File: src/kwd_pkg.sv
// ----------------------------------------------------------------------------
// kwd_pkg
// shared types and constants for the three wheel omni drive mixer
// ----------------------------------------------------------------------------
`default_nettype none

package kwd_pkg;

  localparam int AXIS_W    = 8;
  localparam int TURN_W    = 9;
  localparam int MAG2_W    = 16;
  localparam int ROOT_W    = 24;
  localparam int REM_W     = 26;
  localparam int PROJ_W    = 26;
  localparam int TT_W      = 17;
  localparam int PROD_W    = 50;
  localparam int DSUM_W    = 25;
  localparam int NUM_W     = 50;
  localparam int QUO_W     = 8;
  localparam int SQRT_STG  = ROOT_W;
  localparam int DIV_STG   = QUO_W;
  localparam int DEN_SHIFT = 17;

  localparam logic [6:0] DEADZONE_RESET = 7'd20;
  localparam logic signed [AXIS_W-1:0] STRAFE_SPEED = 8'sd127;
  localparam logic signed [PROJ_W-1:0] SQRT3_Q16 = 26'sd113512;
  localparam logic signed [AXIS_W-1:0] DRIVE_MAX = 8'sd127;

  // control that rides with an item into the divider
  typedef struct packed {
    logic vld;
    logic neg;
    logic zero;
  } kwd_ctl_t;

  // values carried alongside the square root pipeline
  typedef struct packed {
    logic signed [PROJ_W-1:0] p_right;
    logic signed [PROJ_W-1:0] p_left;
    logic signed [PROJ_W-1:0] p_tail;
    logic signed [TT_W-1:0]   tt;
    logic [AXIS_W-1:0]        tabs;
  } kwd_side_t;

endpackage

`default_nettype wire

File: src/kwd_div.sv
// ----------------------------------------------------------------------------
// kwd_div
// pipelined restoring divider with saturation to the drive range
// ----------------------------------------------------------------------------
`default_nettype none

module kwd_div
  import kwd_pkg::*;
(
  input  wire logic               clk,
  input  wire logic               rst_n,
  input  wire kwd_ctl_t           in_ctl,
  input  wire logic [NUM_W-1:0]   in_num,
  input  wire logic [DSUM_W-1:0]  in_dsum,
  output logic                    out_vld,
  output logic signed [AXIS_W-1:0] out_drive
);

  kwd_ctl_t          ctl_r  [0:DIV_STG];
  logic [NUM_W-1:0]  rem_r  [0:DIV_STG];
  logic [DSUM_W-1:0] dsum_r [0:DIV_STG];
  logic [QUO_W-1:0]  quo_r  [0:DIV_STG];

  assign ctl_r[0]  = in_ctl;
  assign rem_r[0]  = in_num;
  assign dsum_r[0] = in_dsum;
  assign quo_r[0]  = '0;

  for (genvar j = 0; j < DIV_STG; j++) begin : g_stage
    localparam int SH = DEN_SHIFT + DIV_STG - 1 - j;
    logic [NUM_W-1:0] dsh;
    logic             take;

    assign dsh  = NUM_W'(dsum_r[j]) << SH;
    assign take = (rem_r[j] >= dsh);

    always_ff @(posedge clk) begin
      if (!rst_n) begin
        ctl_r[j+1].vld <= 1'b0;
      end else begin
        ctl_r[j+1].vld <= ctl_r[j].vld;
      end
      ctl_r[j+1].neg  <= ctl_r[j].neg;
      ctl_r[j+1].zero <= ctl_r[j].zero;
      rem_r[j+1]      <= take ? (rem_r[j] - dsh) : rem_r[j];
      dsum_r[j+1]     <= dsum_r[j];
      quo_r[j+1]      <= {quo_r[j][QUO_W-2:0], take};
    end
  end

  logic [AXIS_W-1:0] mag;

  // top quotient bit set means the drive is past full scale
  always_comb begin
    if (ctl_r[DIV_STG].zero) begin
      mag = '0;
    end else if (quo_r[DIV_STG][QUO_W-1]) begin
      mag = AXIS_W'(DRIVE_MAX);
    end else begin
      mag = quo_r[DIV_STG];
    end
  end

  assign out_vld   = ctl_r[DIV_STG].vld;
  assign out_drive = ctl_r[DIV_STG].neg ? -$signed(mag) : $signed(mag);

  a_rem_below: assert property (@(posedge clk) disable iff (!rst_n)
    (out_vld && !ctl_r[DIV_STG].zero)
      |-> (rem_r[DIV_STG] < (NUM_W'(dsum_r[DIV_STG]) << DEN_SHIFT)))
    else $error("divider remainder not below divisor");

  a_zero_den: assert property (@(posedge clk) disable iff (!rst_n)
    (in_ctl.vld && in_dsum == '0) |-> in_ctl.zero)
    else $error("zero divisor not flagged");

  a_no_min: assert property (@(posedge clk) disable iff (!rst_n)
    out_vld |-> (out_drive != -8'sd128))
    else $error("drive left the saturated range");

endmodule

`default_nettype wire

File: config.mk
export PLATFORM = sky130hd
export DESIGN_NAME = kwd_div
export DESIGN_NICKNAME = d
export VERILOG_FILES = /design/src/kwd_pkg.sv /design/src/kwd_div.sv
export SDC_FILE = /design/constraint.sdc
export NUM_CORES = 1
export LEC_CHECK = 0
export ABC_CLOCK_PERIOD_IN_PS = 7300
export BUFFER_PORTS_ARGS = -buffer_cell sky130_fd_sc_hd__buf_4
export CORE_MARGIN = 3
export CORE_UTILIZATION = 45
export CTS_BUF_LIST = sky130_fd_sc_hd__clkbuf_2
export DETAILED_ROUTE_END_ITERATION = 8
export PLACE_DENSITY_LB_ADDON = 0.25
export SLEW_MARGIN = 30
export SYNTH_ARGS = -nofsm -noshare
export SYNTH_HDL_FRONTEND = slang
export SYNTH_SLANG_ARGS = --single-unit
File: constraint.sdc
create_clock -name clk -period 7.3 [get_ports clk]
set_clock_uncertainty 0.1 [all_clocks]
set_input_delay 0.73 -clock clk [delete_from_list [all_inputs] [get_ports clk]]
set_output_delay 0.73 -clock clk [all_outputs]
set_load 0.02 [all_outputs]
==> results.json <==
{
  "fin_setup_tns_ns": 0,
  "rsz0062_at_grt": "no",
  "wirelength_mm": 62.9,
  "clock.fmax_mhz": 236,
  "critPathLaunchType": "input pin",
  "clock_latency_ns": 1.32,
  "cts_tree": "yes",
  "final_area_sq_um": 30000,
  "cts_max_level": 4,
  "r2r_setup_slack_ns": 3.33,
  "leakage_uw": 0.0140,
  "ys_types": 85,
  "grt_usage_pct": 21.3,
  "yosysWarnings": 0,
  "hp-start": "dsum_r[70]",
  "cts_buffer_depth": 3,
  "slew_headroom_pct": 32.8,
  "r2r_end": "rem_r[177]",
  "syn_avg_cell_area_sq_um": 9.49,
  "globalplace.congestion": 0.908,
  "whs_path_depth": 0,
  "crit_required_ns": 8.36,
  "fin_nets": 3319,
  "hold_path_end": "dsum_r[45]",
  "hold_viol_final": 0,
  "min_period_ns": 4.24,
  "status": "finished, final reports clean",
  "num_vias": 19900,
  "vdd_drop_max_mv": 0.152,
  "core_sq_um": 55500,
  "cts.sinks": 585,
  "grt_pass1_vias": 20600,
  "layout-drive-gt1-share_pct": 13.4,
  "wl_per_cell_um": 16.2,
  "cts_resized": 0,
  "overflow": 0,
  "cts_buffers": 148,
  "drv_slew": 0,
  "synth_common_cells": "585 x dfxtp_1, 256 x a21oi_1, 252 x inv_1, 201 x ha_1, 189 x nor2_1",
  "ant_nets": 0,
  "dp_hpwl_mm": 46.6,
  "firstDrtPassIters": 5,
  "cap_violations": 0,
  "numPortBuffers": 88,
  "final-setup-viol-count": 0,
  "syn_area_sq_um": 25400,
  "post-route-period-util_pct": 58.1,
  "rows": 86,
  "die-area_sq_um": 59300,
  "first_iter_violations": 1104,
  "die_h_um": 244,
  "p_per_area_nw_per_um2": 395,
  "root_buffer": "clkbuf_2",
  "cp.arrival_ns": 5.30,
  "dpl_cell_area_sq_um": 26800,
  "area_growth_pct": 18.2,
  "synth-edff-count": 0,
  "grt_pass1_wl_mm": 102,
  "path_class": "input pin to register",
  "die_w_um": 244,
  "synth_top_area_cell": "dfxtp_1",
  "hold_path_class": "register to register",
  "synth_async_sr_flop_share_pct": 0,
  "r2r-start": "rem_r[220]",
  "synth_area_leaders": "dfxtp_1 46%, ha_1 9.9%, a21oi_1 5.0%",
  "clkTransAtPathRegs_ns": 0.10,
  "synth_nets": 2966,
  "post-route-worst-setup-slack_ns": 3.06,
  "drc": 0,
  "yosysSeqAreaShare_pct": 46.1,
  "cp_max_fo": 41,
  "postSynthCellCount": 2678,
  "reg2regPathDepth": 12,
  "worstSetupEndpointType": "register",
  "initial_utilization_pct": 45.8,
  "synthFlopType": "dfxtp_1",
  "routed_via_density": 5.12,
  "ys_ff_latch": 585,
  "pre_cts_ws_ns": 2.88,
  "tightest_slew_ns": 1.00,
  "post-synth-top-count-cell": "dfxtp_1",
  "ioPinCount": 89,
  "grt_max_degree": 47,
  "antenna_found_initial": 1,
  "synth_top_area_share_pct": 46.1
}
-- state kept, by name (all words and copies together), names as in the netlist --
name	flops
rem_r	350
quo_r	36
ctl_r	23
out_vld	1
dsum_r	175
-- worst max path at each step --
stage,endpoint,cells past startpoint,from
final,rem_r[387],11,in_num[48]
after global routing,rem_r[93],12,dsum_r[66]
after CTS,rem_r[375],11,in_num[48]
after detailed placement,rem_r[375],10,in_dsum[24]
after global placement,rem_r[375],10,in_dsum[24]
after floorplan,rem_r[380],12,in_num[24]
-- per-stage QoR --
| step | cells | util, % | hold slack, ns | power (uW) |
|---|---|---|---|---|
| 5_1_grt | 3891 | 54.1 | 0.0706 | 12800 |
| 4_1_cts | 3890 | 54.0 | 0.0317 | 11900 |
| 2_1_floorplan | 2678 | - | 0.210 | 8280 |
| 6_report | 3891 | 54.1 | 0.195 | 11900 |
| 3_5_place_dp | 3452 | 48.2 | 0.212 | 9450 |
| 3_3_place_gp | 3452 | 48.2 | 0.210 | 9380 |
-- critical path, cell delays in order --
cell and delay, ns:
dlygate4sd3_1 0.56, buf_4 0.15, ha_1 0.32, inv_1 0.16
nor4b_1 0.52, nand4_1 0.43, or4_1 0.62, nand3_1 0.10
a31o_2 0.71, mux2_2 0.42, dlygate4sd3_1 0.57
-- cell families after synthesis --
logic type / after synthesis / synth area share (%)
muxes: 55 / 2.42
buffers and inverters: 326 / 5.00
adders and majority gates: 208 / 10.5
DFF: 585 / 46.1
xor gates and xnor gates: 180 / 6.21
and+or+nand+nor: 655 / 12.8
AOI/OAI and AO/OA: 669 / 17.0
-- repair_timing --
action | 4_1_cts | 5_1_grt
buffers inserted | 0 | 0
hold endpoints to repair | 85 | 0
hold buffers | 177 | 0
-- routing by layer --
layer  global-route usage, %  vias up  share of wire [%]
li1                        -    10100                  -
met1                    24.9     9098                 44
met2                    35.7      546                 47
met3                    4.93      172                4.3
met4                    12.9        0                5.4
met5                       0        -                  0
-- cell usage in the layout (no fill, tap or decap), drive strengths merged, types with 8 or more instances in the layout --
cell / netlist / layout
clkinv: 0 / 41
nand3: 43 / 43
a221oi: 8 / 8
o21ai: 105 / 105
nor2b: 37 / 37
dlygate4sd3: 0 / 177
or3: 10 / 10
buf: 24 / 99
o21a: 25 / 25
o21bai: 20 / 20
nor3b: 8 / 8
inv: 253 / 257
xnor2: 120 / 120
nand2: 138 / 138
clkbuf: 49 / 207
a211o: 11 / 11
a31oi: 13 / 13
nor2: 189 / 189
o211ai: 16 / 16
a2111oi: 11 / 11
a21o: 118 / 118
o31ai: 10 / 10
dfxtp: 585 / 585
or2: 9 / 9
nand4: 38 / 38
ha: 201 / 201
nor3: 45 / 45
mux2: 52 / 52
and3: 23 / 23
and2: 23 / 23
xor2: 60 / 60
a211oi: 15 / 15
a21oi: 257 / 257
nand2b: 22 / 22
nor4: 43 / 43
-- area by class of cell --
type,count,area (sq um)
Fill cell,5036,25500
Tap cell,748,936
Clock inverter,54,413
Antenna cell,1,2.50
Clock buffer,207,1040
Inverter,253,950
Timing Repair Buffer,276,2510
Sequential cell,585,11700
Multi-Input combinational cell,1767,12500
-- power by group --
group | internal (uW) | switching, uW
clock | 993 | 1320
combinational | 2380 | 2790
sequential | 3930 | 444
Note: power is estimated with default switching activity, not from simulation.
