--- src/kwd_pkg.sv ---
// ----------------------------------------------------------------------------
// kwd_pkg
// shared types and constants for the three wheel omni drive mixer
// ----------------------------------------------------------------------------
`default_nettype none

package kwd_pkg;

  localparam int AXIS_W    = 8;
  localparam int TURN_W    = 9;
  localparam int MAG2_W    = 16;
  localparam int ROOT_W    = 24;
  localparam int REM_W     = 26;
  localparam int PROJ_W    = 26;
  localparam int TT_W      = 17;
  localparam int PROD_W    = 50;
  localparam int DSUM_W    = 25;
  localparam int NUM_W     = 50;
  localparam int QUO_W     = 8;
  localparam int SQRT_STG  = ROOT_W;
  localparam int DIV_STG   = QUO_W;
  localparam int DEN_SHIFT = 17;

  localparam logic [6:0] DEADZONE_RESET = 7'd20;
  localparam logic signed [AXIS_W-1:0] STRAFE_SPEED = 8'sd127;
  localparam logic signed [PROJ_W-1:0] SQRT3_Q16 = 26'sd113512;
  localparam logic signed [AXIS_W-1:0] DRIVE_MAX = 8'sd127;

  // control that rides with an item into the divider
  typedef struct packed {
    logic vld;
    logic neg;
    logic zero;
  } kwd_ctl_t;

  // values carried alongside the square root pipeline
  typedef struct packed {
    logic signed [PROJ_W-1:0] p_right;
    logic signed [PROJ_W-1:0] p_left;
    logic signed [PROJ_W-1:0] p_tail;
    logic signed [TT_W-1:0]   tt;
    logic [AXIS_W-1:0]        tabs;
  } kwd_side_t;

endpackage

`default_nettype wire

--- src/kwd_sqrt.sv ---
// ----------------------------------------------------------------------------
// kwd_sqrt
// pipelined square root of s * 2^32, one result bit per stage
// ----------------------------------------------------------------------------
`default_nettype none

module kwd_sqrt
  import kwd_pkg::*;
(
  input  wire logic              clk,
  input  wire logic              rst_n,
  input  wire logic              in_vld,
  input  wire logic [MAG2_W-1:0] in_s,
  input  wire kwd_side_t         in_side,
  output logic                   out_vld,
  output logic [ROOT_W-1:0]      out_root,
  output kwd_side_t              out_side
);

  logic              vld_r  [0:SQRT_STG];
  logic [MAG2_W-1:0] s_r    [0:SQRT_STG];
  logic [REM_W-1:0]  rem_r  [0:SQRT_STG];
  logic [ROOT_W-1:0] root_r [0:SQRT_STG];
  kwd_side_t         side_r [0:SQRT_STG];

  assign vld_r[0]  = in_vld;
  assign s_r[0]    = in_s;
  assign rem_r[0]  = '0;
  assign root_r[0] = '0;
  assign side_r[0] = in_side;

  for (genvar i = 0; i < SQRT_STG; i++) begin : g_stage
    logic [1:0]         pair;
    logic [REM_W+1:0]   cur;
    logic [REM_W+1:0]   trial;
    logic [REM_W-1:0]   rem_nxt;
    logic [ROOT_W-1:0]  root_nxt;

    // radicand pairs come from s, the low 32 bits are zero
    if (i < MAG2_W/2) begin : g_pair
      assign pair = s_r[i][MAG2_W-1-2*i -: 2];
    end else begin : g_zero
      assign pair = 2'b00;
    end

    always_comb begin
      cur   = {rem_r[i], pair};
      trial = (REM_W+2)'({root_r[i], 2'b01});
      if (cur >= trial) begin
        rem_nxt  = REM_W'(cur - trial);
        root_nxt = {root_r[i][ROOT_W-2:0], 1'b1};
      end else begin
        rem_nxt  = REM_W'(cur);
        root_nxt = {root_r[i][ROOT_W-2:0], 1'b0};
      end
    end

    always_ff @(posedge clk) begin
      if (!rst_n) begin
        vld_r[i+1] <= 1'b0;
      end else begin
        vld_r[i+1] <= vld_r[i];
      end
      s_r[i+1]    <= s_r[i];
      rem_r[i+1]  <= rem_nxt;
      root_r[i+1] <= root_nxt;
      side_r[i+1] <= side_r[i];
    end
  end

  assign out_vld  = vld_r[SQRT_STG];
  assign out_root = root_r[SQRT_STG];
  assign out_side = side_r[SQRT_STG];

  // root is the floor square root: root^2 + rem equals the radicand
  a_root_exact: assert property (@(posedge clk) disable iff (!rst_n)
    out_vld |-> (50'(out_root) * 50'(out_root) + 50'(rem_r[SQRT_STG])
                 == 50'({s_r[SQRT_STG], 32'h0})))
    else $error("sqrt remainder mismatch");

  a_rem_bound: assert property (@(posedge clk) disable iff (!rst_n)
    out_vld |-> (27'(rem_r[SQRT_STG]) <= 27'({out_root, 1'b0})))
    else $error("sqrt remainder too large");

  a_pipe_fill: assert property (@(posedge clk) disable iff (!rst_n)
    in_vld |=> vld_r[1])
    else $error("sqrt stage lost an item");

endmodule

`default_nettype wire

--- config.mk ---
export PLATFORM = sky130hd
export DESIGN_NAME = kwd_sqrt
export DESIGN_NICKNAME = d
export VERILOG_FILES = /design/src/kwd_pkg.sv /design/src/kwd_sqrt.sv
export SDC_FILE = /design/constraint.sdc
export NUM_CORES = 2
export LEC_CHECK = 0
export BUFFER_PORTS_ARGS = -buffer_cell sky130_fd_sc_hd__clkbuf_2
export CORE_ASPECT_RATIO = 0.75
export CORE_MARGIN = 2
export CORE_UTILIZATION = 50
export CTS_BUF_LIST = sky130_fd_sc_hd__clkbuf_4
export CTS_CLUSTER_DIAMETER = 30
export DETAILED_ROUTE_END_ITERATION = 10
export MAX_ROUTING_LAYER = met4
export PLACE_DENSITY = 0.66
export SLEW_MARGIN = 20
export SYNTH_ARGS = -nofsm -noshare
export SYNTH_HDL_FRONTEND = slang
export SYNTH_SLANG_ARGS = --single-unit
--- constraint.sdc ---
create_clock -name clk -period 4.55 [get_ports clk]
set_clock_uncertainty 0.05 [all_clocks]
set_input_delay 0.455 -clock clk [delete_from_list [all_inputs] [get_ports clk]]
set_output_delay 0.455 -clock clk [all_outputs]
set_load 0.005 [all_outputs]
==> run summary <==
Iteration count of the initial detailed-routing pass = 6
Final slew viol count = 0
Final Hold Vio Count = 0
Critical-path cell with the highest stage delay = or4_1
Via Count = 46500
Wirelength, routed = 128 mm
Unrepaired setup endpoints after global routing = false
Fill cell count = 13800
Number of sinks driven by the clock tree = 3387
TritonCTS clock tree = yes
Cell class contributing the biggest share of worst-path delay = simple AND/OR/NAND/NOR gates
Number of maximum-capacitance violations = 0
Status = finished, final reports clean
Highest clock rate = 267 MHz
Tot Pwr = 59000 µW
Static leakage power = 0.0469 µW
Port bufs = 249
GR Overflow Total = 0
Hold-fix buffers at CTS = 244
Detailed-route wire length per cell = 12.1 µm
Maximum single-stage delay on the critical path = 860 ps
Depth of the CTS H-tree = 6
Root buffer cell = clkbuf_4
Instance count of the mapped netlist = 6632
Synth area leader = dfxtp_1
Average cell area after synthesis = 13.4 µm²
Vias per std cell = 4.41
Crit end category = register
Share of the synthesized area in the top cell type = 76.3%
Most frequent CP cell = or3_1
Share of the cycle needed by the critical path after routing = 82.4%
Via count of the first global-routing pass = 47500
Signal arrival time at the worst endpoint = 4830 ps
Antenna violation net count after detailed routing = 0
Count of routing violations after the opening detailed-route iteration = 1877
Number of design rule violations left after detail routing = 0
Die footprint = 181000 µm²
Req. time, crit path = 5630 ps
Synth cell types = 79
Count of buffer and inverter cells on the critical path = 0
Final setup violation count = 0
Sequential area share after synthesis = 76.3%
Setup CP Type = register to register
Startpoint types = register
Yosys warning count = 0
Critical path cell sequence = or3_1 > or2_1 > or4_4 > or3_4 > or3_1 > or4_1 > nand2_4 > nor4_1 > xor2_1
Final estimated routing congestion in global placement = 0.832
CP Max Fanout = 16
Setup Fix Bufs, Post-CTS = 0
Wire length of the first global-routing pass = 216 mm
Cts repair resizes = 0
Initial antenna violation count = 4
Ys flop type = dfxtp_1
Post-Route Setup TNS = 0 ps
Cell Area, Synth = 88900 µm²
Bufs on Longest Clock Path = 4
Net total in the final layout = 8153
Die Ht = 369 µm
Max VDD drop = 0.359 mV
Total power density per cell area = 570 nW/µm²
Die outline width = 491 µm
Number of buffers created by CTS = 746
Share of layout cells above drive strength 1 = 17.6%
Ranking of synthesized cells by area = dfxtp_1, ha_1, xor2_1
Actual slew at the worst max-slew pin = 878 ps
Register bit total from synthesis = 3387
EDFF count, synth = 0
Clock slew seen by the registers of the worst setup and hold paths = 60 ps
Net count of the mapped netlist = 7063
Path category of the worst min-delay check = register to register
Gr usage total = 14.6%
Clk Latency, worst-skew pair = 1330 ps
Final hold slack = 208 ps
Hpwl dp = 81.2 mm
Initial standard-cell utilization of the core = 50.5%
Total core area = 176000 µm²
Minimum clock period after layout = 3750 ps
Worst max-slew margin expressed relative to the limit = 41.2%
Pin count of the biggest net entering global routing = 41
Top-level I/O count = 250
Standard-cell row count = 133
Async SR Flop Fraction = 0%
Post-synthesis to final-layout area growth = 16.7%
[metrics by stage]
step                instances  instance area, µm²  utilization, %  setup WS (ps)
floorplan                6632               88900               -           1100
global placement         9092               92200            52.4            816
detailed placement       9092               92200            52.4            794
CTS                     10500              104000            58.9            782
global route            10500              104000            58.9            575
finish                  10600              104000            58.9            800
[where the power goes]
part	internal, µW	switching (µW)
clock network	11400	10200
registers	32200	1340
logic	1890	2000
total	45500	13600
[logic make-up (layout without fill, tap and decap cells)]
group	count (synthesis)	count (layout)	share of synthesized area, %
DFF	3387	3387	76.3
muxes	64	64	0.817
adders and majority gates	309	309	4.48
buffers and inverters	542	2088	2.74
xor gates and xnor gates	405	405	3.99
AOI/OAI and AO/OA	820	820	5.57
and+or+nand+nor	1104	1104	6.10
other	1	12	0.00422
[layout make-up]
cell class,instances,area (µm²),area share [%]
diodes,11,27.5,0.0266
clock buffers,1053,7910,7.63
well taps,2362,2960,2.85
inverters,371,1390,1.34
clock inverters,151,1050,1.01
multi-input cells,2703,18700,18.0
repair buffers,513,3860,3.73
flip-flops and latches,3387,67800,65.4
[Yosys cell counts (39+ instances only)]
master	n
o21ai_0	149
xnor2_1	190
nand3_1	54
nand2_1	301
inv_1	365
o21ai_1	89
xor2_1	215
clkbuf_1	60
nor4_1	59
a21oi_1	262
a21o_1	88
o21a_1	39
dfxtp_1	3387
buf_4	104
nor2_1	264
ha_1	294
and2_1	39
nor3_1	108
or3_1	50
nor2b_1	43
nand2b_1	44
[registers in the layout (all words and copies together) (netlist names)]
| register | flops |
|---|---|
| g_stage.cur | 549 |
| out_root | 24 |
| vld_r | 23 |
| out_side | 103 |
| g_stage.trial | 276 |
| out_vld | 1 |
| side_r | 2369 |
| s_r | 42 |
[routing by layer]
layer | track usage, % | part of all wire (%)
met1 | 18.2 | 49
met2 | 21.8 | 44
met3 | 4.45 | 5.2
met4 | 6.53 | 2.4
met5 | - | 0
[worst reg2reg max path, cell delays in order (launching register included)]
cell     delay, ps
dfxtp_1        320
or3_1          400
or2_1          260
or4_4          440
or3_4          360
or3_1          420
or4_1          860
nand2_4        280
nor4_1          90
xor2_1         140
[cells in the final DEF, fill, tap and decap left out, types with 19 or more instances in the layout]
master / count
nand4_1: 31
o21a_1: 39
ha_1: 294
clkbuf_2: 249
nor2b_1: 43
o31ai_1: 23
nand2_1: 301
or4_1: 29
or3_1: 50
o21ai_0: 149
nor3_1: 108
a211oi_1: 20
nor2_1: 263
and3_1: 19
dfxtp_1: 3387
nor4_1: 58
a21o_1: 88
a31oi_1: 32
o21bai_1: 31
a21oi_1: 262
xor2_1: 215
dlygate4sd3_1: 244
clkinv_1: 102
mux2_1: 31
nand2b_1: 44
xnor2_1: 190
o21ai_1: 88
clkbuf_4: 1053
and2_1: 39
nand3_1: 54
inv_1: 365
mux2_2: 29
[final timing paths]
path	from	endpoint	slack, ps	depth (start not counted)
max	g_stage[6].cur[10]	g_stage[7].cur[17]	800	9
min	side_r[2036]	side_r[1933]	210	0
max reg2reg	g_stage[6].cur[10]	g_stage[7].cur[17]	800	9
min reg2reg	side_r[2036]	side_r[1933]	210	0
Power figures use the tool's default switching activity.
